===== src/hdl/tpfag_pkg.sv =====
// shared types, constants and helpers of the tensor permute and flip address generator
package tpfag_pkg;

   localparam int DimWidth    = 12;
   localparam int DataWidth   = 32;
   localparam int OffWidth    = 48;
   localparam int NumDims     = 4;
   localparam int SelWidth    = 2;
   localparam int PermWidth   = SelWidth * NumDims;
   localparam int CsrIdxWidth = 3;
   localparam int ProdWidth   = OffWidth + DimWidth;

   typedef logic [CsrIdxWidth-1:0] csr_index_type;
   typedef logic [DimWidth-1:0]    dim_type;
   typedef logic [SelWidth-1:0]    sel_type;

   localparam csr_index_type CSR_DIM_LEN_0 = csr_index_type'(0);
   localparam csr_index_type CSR_DIM_LEN_1 = csr_index_type'(1);
   localparam csr_index_type CSR_DIM_LEN_2 = csr_index_type'(2);
   localparam csr_index_type CSR_DIM_LEN_3 = csr_index_type'(3);
   localparam csr_index_type CSR_PERM      = csr_index_type'(4);
   localparam csr_index_type CSR_FLIP_HW   = csr_index_type'(5);

   localparam dim_type              DIM_LEN_RESET = dim_type'(1);
   localparam logic [PermWidth-1:0] PERM_RESET    = PermWidth'(228);

   // first flipped dimension (height), width follows it
   localparam int FlipFirstDim = 2;

   typedef struct packed {
      logic    load;
      logic    mac;
      sel_type mac_dim;
      logic    out_load;
   } cmd_type;

   function automatic dim_type extent_of(input dim_type size);
      return (size == '0) ? dim_type'(1) : size;
   endfunction

endpackage


===== src/hdl/tpfag_ctrl.sv =====
// controller: sequences load, three multiply-add passes and the output register
module tpfag_ctrl (
   input  logic             clock,
   input  logic             reset,
   input  logic             req_valid,
   output logic             req_stall,
   output logic             rsp_valid,
   input  logic             rsp_stall,
   output tpfag_pkg::cmd_type cmd
);
   import tpfag_pkg::*;

   typedef enum logic [2:0] {
      S_IDLE = 3'b001,
      S_CALC = 3'b010,
      S_DONE = 3'b100
   } state_type;

   localparam sel_type LastStep = sel_type'(NumDims - 2);

   state_type state_ff, state_in;
   sel_type   step_ff, step_in;
   logic      rsp_valid_ff, rsp_valid_in;
   logic      out_free;

   assign out_free  = !rsp_valid_ff || !rsp_stall;
   assign req_stall = (state_ff != S_IDLE);
   assign rsp_valid = rsp_valid_ff;

   always_comb begin
      state_in = state_ff;
      step_in  = step_ff;
      cmd      = '0;
      case (state_ff)
         S_IDLE: begin
            if (req_valid) begin
               cmd.load = 1'b1;
               step_in  = '0;
               state_in = S_CALC;
            end
         end
         S_CALC: begin
            cmd.mac     = 1'b1;
            cmd.mac_dim = step_ff + sel_type'(1);
            if (step_ff == LastStep) begin
               state_in = S_DONE;
            end else begin
               step_in = step_ff + sel_type'(1);
            end
         end
         S_DONE: begin
            if (out_free) begin
               cmd.out_load = 1'b1;
               state_in     = S_IDLE;
            end
         end
         default: begin
            state_in = S_IDLE;
         end
      endcase
   end

   assign rsp_valid_in = cmd.out_load || (rsp_valid_ff && rsp_stall);

   always_ff @(posedge clock) begin
      if (reset) begin
         state_ff     <= S_IDLE;
         step_ff      <= '0;
         rsp_valid_ff <= 1'b0;
      end else begin
         state_ff     <= state_in;
         step_ff      <= step_in;
         rsp_valid_ff <= rsp_valid_in;
      end
   end

endmodule


===== src/hdl/tpfag_datapath.sv =====
// datapath: configuration registers, coordinate counters, multiply-add unit, output register
module tpfag_datapath (
   input  logic                                  clock,
   input  logic                                  reset,
   input  logic                                  csr_write_enable,
   input  tpfag_pkg::csr_index_type              csr_index,
   input  logic [tpfag_pkg::DimWidth-1:0]        csr_write_data,
   input  tpfag_pkg::cmd_type                    cmd,
   input  logic [tpfag_pkg::DataWidth-1:0]       req_data_value,
   output logic [tpfag_pkg::OffWidth-1:0]        rsp_dest_offset,
   output logic [tpfag_pkg::DataWidth-1:0]       rsp_data_out,
   output logic                                  rsp_last_element
);
   import tpfag_pkg::*;

   dim_type              dim_len_ff [NumDims];
   logic [PermWidth-1:0] perm_ff;
   logic                 flip_ff;
   dim_type              cnt_ff [NumDims];
   dim_type              cnt_in [NumDims];
   dim_type              src_ff [NumDims];
   dim_type              src    [NumDims];
   dim_type              ext    [NumDims];
   logic [NumDims-1:0]   at_end;
   logic [NumDims:0]     carry;
   logic                 last_ff;
   logic [DataWidth-1:0] data_ff;
   logic [OffWidth-1:0]  acc_ff, acc_in;
   logic [ProdWidth-1:0] prod;
   sel_type              first_sel, mac_sel;

   logic [OffWidth-1:0]  out_offset_ff;
   logic [DataWidth-1:0] out_data_ff;
   logic                 out_last_ff;

   // extents, end flags and optionally mirrored source coordinate
   always_comb begin
      for (int d = 0; d < NumDims; d++) begin
         ext[d]    = extent_of(dim_len_ff[d]);
         at_end[d] = (cnt_ff[d] >= ext[d] - dim_type'(1));
         if (flip_ff && (d >= FlipFirstDim)) begin
            src[d] = ext[d] - dim_type'(1) - cnt_ff[d];
         end else begin
            src[d] = cnt_ff[d];
         end
      end
   end

   // mixed-radix advance, fastest dimension last
   always_comb begin
      carry[NumDims] = 1'b1;
      for (int d = NumDims - 1; d >= 0; d--) begin
         if (carry[d+1] && at_end[d]) begin
            cnt_in[d] = '0;
            carry[d]  = 1'b1;
         end else if (carry[d+1]) begin
            cnt_in[d] = cnt_ff[d] + dim_type'(1);
            carry[d]  = 1'b0;
         end else begin
            cnt_in[d] = cnt_ff[d];
            carry[d]  = 1'b0;
         end
      end
   end

   assign first_sel = perm_ff[SelWidth-1:0];
   assign mac_sel   = perm_ff[{cmd.mac_dim, 1'b0} +: SelWidth];
   assign prod      = ProdWidth'(acc_ff) * ProdWidth'(ext[mac_sel]);
   assign acc_in    = prod[OffWidth-1:0] + OffWidth'(src_ff[mac_sel]);

   always_ff @(posedge clock) begin
      if (reset) begin
         for (int d = 0; d < NumDims; d++) begin
            dim_len_ff[d] <= DIM_LEN_RESET;
            cnt_ff[d]     <= '0;
         end
         perm_ff <= PERM_RESET;
         flip_ff <= 1'b0;
      end else begin
         if (csr_write_enable) begin
            case (csr_index)
               CSR_DIM_LEN_0: dim_len_ff[0] <= csr_write_data;
               CSR_DIM_LEN_1: dim_len_ff[1] <= csr_write_data;
               CSR_DIM_LEN_2: dim_len_ff[2] <= csr_write_data;
               CSR_DIM_LEN_3: dim_len_ff[3] <= csr_write_data;
               CSR_PERM:      perm_ff       <= csr_write_data[PermWidth-1:0];
               CSR_FLIP_HW:   flip_ff       <= csr_write_data[0];
               default: begin
               end
            endcase
         end
         if (cmd.load) begin
            cnt_ff <= cnt_in;
         end
      end
   end

   // payload registers
   always_ff @(posedge clock) begin
      if (cmd.load) begin
         src_ff  <= src;
         last_ff <= &at_end;
         data_ff <= req_data_value;
         acc_ff  <= OffWidth'(src[first_sel]);
      end else if (cmd.mac) begin
         acc_ff <= acc_in;
      end
      if (cmd.out_load) begin
         out_offset_ff <= acc_ff;
         out_data_ff   <= data_ff;
         out_last_ff   <= last_ff;
      end
   end

   assign rsp_dest_offset  = out_offset_ff;
   assign rsp_data_out     = out_data_ff;
   assign rsp_last_element = out_last_ff;

endmodule


===== src/hdl/tensor_permute_flip_address_gen.sv =====
// top level of the tensor permute and flip address generator
//
// elements of a 4-d tensor enter on the req_ channel in source row-major order,
// one transaction per element. each rsp_ transaction carries the element's
// row-major offset in the permuted (and optionally h/w mirrored) destination,
// the element bits unchanged and a flag on the tensor's last element.
// extents, order and flip are set through the csr_ write port; the user must
// write them only while idle, the block itself does not enforce it.
// a new element is accepted only after the last has moved to the output register.
// the single shared 48x12 multiply-add unit makes three passes per element.
// the output register holds a result while rsp_stall is high; the next
// element may be accepted and computed meanwhile, then waits for the register.
// reset: counters cleared, extents 1, identity order, flip off, nothing pending.
// the counters wrap after the last element, ready for the next tensor.
module tensor_permute_flip_address_gen (
   input  logic                              clock,
   input  logic                              reset,
   input  logic                              csr_write_enable,
   input  tpfag_pkg::csr_index_type          csr_index,
   input  logic [tpfag_pkg::DimWidth-1:0]    csr_write_data,
   input  logic                              req_valid,
   output logic                              req_stall,
   input  logic [tpfag_pkg::DataWidth-1:0]   req_data_value,
   output logic                              rsp_valid,
   input  logic                              rsp_stall,
   output logic [tpfag_pkg::OffWidth-1:0]    rsp_dest_offset,
   output logic [tpfag_pkg::DataWidth-1:0]   rsp_data_out,
   output logic                              rsp_last_element
);
   import tpfag_pkg::*;

   cmd_type cmd;

   tpfag_ctrl u_ctrl (
      .clock     (clock),
      .reset     (reset),
      .req_valid (req_valid),
      .req_stall (req_stall),
      .rsp_valid (rsp_valid),
      .rsp_stall (rsp_stall),
      .cmd       (cmd)
   );

   tpfag_datapath u_datapath (
      .clock            (clock),
      .reset            (reset),
      .csr_write_enable (csr_write_enable),
      .csr_index        (csr_index),
      .csr_write_data   (csr_write_data),
      .cmd              (cmd),
      .req_data_value   (req_data_value),
      .rsp_dest_offset  (rsp_dest_offset),
      .rsp_data_out     (rsp_data_out),
      .rsp_last_element (rsp_last_element)
   );

endmodule


===== config.mk =====
export PLATFORM = sky130hd
export DESIGN_NAME = tensor_permute_flip_address_gen
export DESIGN_NICKNAME = d
export VERILOG_FILES = /design/src/hdl/tpfag_pkg.sv /design/src/hdl/tpfag_ctrl.sv /design/src/hdl/tpfag_datapath.sv /design/src/hdl/tensor_permute_flip_address_gen.sv
export SDC_FILE = /design/constraint.sdc
export NUM_CORES = 2
export LEC_CHECK = 0
export BUFFER_PORTS_ARGS = -buffer_cell sky130_fd_sc_hd__buf_2
export CORE_MARGIN = 2
export CORE_UTILIZATION = 30
export DETAILED_ROUTE_END_ITERATION = 12
export PLACE_DENSITY = 0.47
export SLEW_MARGIN = 20
export SYNTH_ARGS = -nofsm -noshare
export SYNTH_HDL_FRONTEND = slang
export SYNTH_SLANG_ARGS = --single-unit
export TNS_END_PERCENT = 20

===== constraint.sdc =====
create_clock -name clock -period 11.6 [get_ports clock]
set_input_delay 0 -clock clock [delete_from_list [all_inputs] [get_ports clock]]
set_output_delay 0 -clock clock [all_outputs]
set_load 0.02 [all_outputs]

==> metrics.md <==
| Metric | Value |
|---|---|
| Hold EP | `u_datapath.data_ff[7]` |
| Grt ovf | `0` |
| H-tree levels | `2` |
| VDD IR-drop max | `0.813 mV` |
| RSZ-0062 raised after global routing | `false` |
| Power Density | `310 nW/µm²` |
| Placer congestion estimate | `around 0.83` |
| Worst-Skew Late Latency | `0.63 ns` |
| Num CTS Buffers | `43` |
| Switching share of total power | `roughly 50%` |
| Ant. Diodes | `0` |
| Max_cap viols | `0` |
| Fin Hold WS | `~0.09 ns` |
| DIE HEIGHT | `roughly 320 µm` |
| Syn_area_per_cell | `9.52 µm²` |
| Switch Pwr | `5.48 mW` |
| Multi-input gate area | `19700 µm²` |
| Setup CP Type | `flop to flop` |
| Relative slew slack | `21.5%` |
| Antenna violations before repair | `3` |
| FF+latch area | `8650 µm²` |
| Critical path arrival | `10.53 ns` |
| Number of global-route vias before repair | `23200` |
| Post-CTS Setup Bufs | `0` |
| Worst Max-Slew Pin Slew | `between 1 and 1.5 ns` |
| Post-Synthesis Cells | `3233` |
| Synthesis-to-finish area growth | `14.3%` |
| Core footprint | `102000 µm²` |
| Leakage | `15.0 nW` |
| Die ar. | `105000 µm²` |
| Top Ports | `around 140` |
| Fin crit period | `10.04 ns` |
| Post-synthesis register bit count | `321` |
| Final period utilization | `between 80% and 90%` |
| Met3 wire len | `4.15 mm` |
| Crit path max-delay cell type | `or2_1` |
| Detailed Route Iter0 Violations | `between 1000 and 1500` |
| Reg clk slew, reported paths | `0.06 ns` |
| Chip width | `324 µm` |
| Clk sinks | `321` |
| Synth async-reset ratio | `0%` |
| R2R Path Start | `u_ctrl.step_ff[0]` |
| Synth Flop Type | `edfxtp_1` |
| Share of power burned in registers | `14.2%` |
| Total Wirelength | `88.2 mm` |
| Worst Path Required | `12.09 ns` |
| First-pass GRT wire length | `139 mm` |
| Worst path max stage delay | `0.73 ns` |
| Final count of hold timing violations | `0` |
| Run status | `finished clean` |
| Max FO, Critical Path | `28` |
| DP HPWL | `about 67 mm` |
| R2R Setup Slk | `1.56 ns` |
| Fin nets | `3988` |
| Yosys warns | `0` |
| Largest net degree at the start of global routing | `51` |
| DR vias | `22300` |
| HP Class | `primary input to flop` |
| Final Skew | `0.0341 ns` |
| DR vias/cell | `roughly 4.7` |
| Hold Startpoint | `req_data_value[7]` |
| Root Driver | `clkbuf_16` |
| Initial Util | `30.3%` |
| M1 wire length | `39.9 mm` |
| Met2 routed WL | `between 40 and 50 mm` |
| Final Max Tran Viols | `0` |
| Startpoint Class | `flop` |
| PortBufs | `134` |
| # DRC | `0` |
| R2r worst-path depth | `31` |
| GRT Total Usage | `17.0%` |
| Worst Hold Depth | `2` |
| Initial DRT Pass Iterations | `5` |
| Crit. End Element | `flop` |
| Unique masters post-synth | `71` |
| Register area share after synthesis | `28.1%` |
| CTS tree | `done` |
| R2R Path End | `u_datapath.acc_ff[36]` |
| Syn nets | `3858` |
| TNS Setup | `0 ns` |
| Fmax | `0.0996 GHz` |
| Fill count | `about 11000` |
| Drt wl/cell | `~19 µm` |
| FP Rows | `~120` |
| Synth Cell Area | `30800 µm²` |
| Top routing layer in use | `met4` |
| Internal cell power | `5.42 mW` |
| Gate power share | `73.2%` |
| Setup-failing EPs final | `0` |
| Post-layout util | `34.6%` |
| Buffer levels on the longest clock path | `3` |
| Post-synth EDFFs | `222` |
| Share of cells above drive strength 1 | `around 8.1%` |
| Antenna Violating Nets Remaining | `0` |
| Clk pwr share | `12.7%` |
==> metrics by stage <==
| stage | setup WS [ns] | total power [mW] | instances | instance area, µm² |
|---|---|---|---|---|
| 2_1_floorplan | 3.27 | 7.49 | 3233 | 30800 |
| 3_3_place_gp | 1.79 | 9.65 | 4615 | 33000 |
| 3_5_place_dp | 1.58 | 9.55 | 4615 | 33000 |
| 4_1_cts | 1.56 | 11.1 | 4765 | 35100 |
| 5_1_grt | 0.836 | 12.2 | 4766 | 35200 |
| 6_report | 1.56 | 10.9 | 4766 | 35200 |
==> logic make-up after synthesis <==
family / synth area share [%]
and+or+nand+nor: 16.8
buffers and inverters: 8.62
adders and majority gates: 33.3
AOI/OAI and AO/OA: 7.07
DFF: 28.1
xor gates and xnor gates: 4.37
muxes: 1.77
==> routing by layer <==
layer,global-route usage (%),vias up
met5,0,-
met1,23.0,11300
li1,-,10500
met2,28.5,479
met3,2.25,94
met4,4.72,0
==> placed cells by master (no fill, tap or decap), types with 7 or more instances in the layout <==
cell,count
dfxtp_1,99
mux4_2,11
nand2b_1,22
clkbuf_1,13
nand2_1,567
a31oi_1,13
xnor2_1,103
clkbuf_16,44
buf_4,37
fa_1,411
o21a_1,7
dlygate4sd3_1,70
o21ai_0,63
nand4_1,22
buf_2,134
inv_1,542
a211oi_1,12
nor3_1,36
or3_1,10
nand3_1,26
and2_1,212
o21bai_1,12
nor4_1,17
xor2_1,40
nor2b_1,13
ha_1,162
a21o_1,57
and3_1,20
nand3b_1,9
edfxtp_1,222
mux2i_1,19
a21oi_1,115
nor2_1,129
==> state kept, by name, indices dropped and copies added, names as in the netlist <==
register	flops
u_datapath.acc_ff	48
u_datapath.cnt_ff	48
u_datapath.dim_len_ff	48
u_datapath.rsp_dest_offset	48
u_datapath.src_ff	48
u_datapath.data_ff	32
u_datapath.rsp_data_out	32
u_datapath.perm_ff	8
u_ctrl.state_ff	3
u_ctrl.step_ff	2
u_ctrl.rsp_valid	1
u_datapath.flip_ff	1
u_datapath.last_ff	1
u_datapath.rsp_last_element	1
==> final cells by class <==
class / count / share of cell area, %
multi-input cells: 2211 / 55.9
flip-flops and latches: 321 / 24.6
inverters: 544 / 5.81
well taps: 1368 / 4.87
repair buffers: 242 / 4.77
clock buffers: 60 / 3.39
clock inverters: 20 / 0.701
==> synth_stat cells, drive strengths merged, types with 4 or more instances <==
library cell  count  area, µm²
a2111oi           7       80.1
a211oi           14        110
a21boi            5       37.5
a21o             57        428
a21oi           121        606
a221oi            4       35.0
a31oi            13       81.3
and2            212       1330
and3             20        125
buf              15       77.6
clkbuf          142        533
dfxtp            99       1980
edfxtp          222       6670
fa              411       8230
ha              162       2030
inv             543       2040
mux2              5       56.3
mux2i            24        240
mux4             11        248
nand2           567       2130
nand2b           22        138
nand3            26        130
nand3b            9       67.6
nand4            22        138
nor2            131        494
nor2b            13       81.3
nor3             36        180
nor3b             8       65.1
nor4             17        106
o211ai            4       30.0
o21a              7       52.6
o21ai            65        325
o21bai           12       90.1
o31ai             6       45.0
or3              10       62.6
or4               5       37.5
xnor2           103        902
xor2             40        350
==> repair_timing <==
action                                 4_1_cts  5_1_grt
hold buffers                                70        0
gates resized for setup                      0        0
endpoints found under the hold margin      102        0
==> worst max-delay path: cells and delay by family (launching register included) <==
kind | cells | cell delay, ns
AO/OA/AOI/OAI | 12 | 3.52
adder cells (fa/ha/maj) | 7 | 2.86
flip-flops | 1 | 0.63
AND/OR/NAND/NOR | 5 | 1.65
buffers and inverters | 7 | 1.23
==> worst max-delay path by stage <==
| stage | from | endpoint | slack [ns] | depth (start not counted) |
|---|---|---|---|---|
| finish | u_ctrl.step_ff[0] | u_datapath.acc_ff[36] | 1.56 | 31 |
| global route | u_ctrl.step_ff[0] | u_datapath.acc_ff[36] | 0.84 | 30 |
| CTS | u_ctrl.step_ff[0] | u_datapath.acc_ff[36] | 1.56 | 31 |
| detailed placement | u_ctrl.step_ff[0] | u_datapath.acc_ff[36] | 1.58 | 31 |
| global placement | u_ctrl.step_ff[0] | u_datapath.acc_ff[35] | 1.79 | 27 |
| floorplan | u_ctrl.step_ff[0] | u_datapath.acc_ff[36] | 3.27 | 34 |
==> power by group through the flow <==
stage / combinational (mW) / clock, mW / sequential (mW)
floorplan: 6.08 / 0 / 1.42
detailed placement: 7.98 / 0 / 1.57
global placement: 8.08 / 0 / 1.57
finish: 7.97 / 1.38 / 1.55
CTS: 8.10 / 1.43 / 1.55
global route: 9.18 / 1.46 / 1.56
No activity file was read; power rests on OpenSTA's default activity.
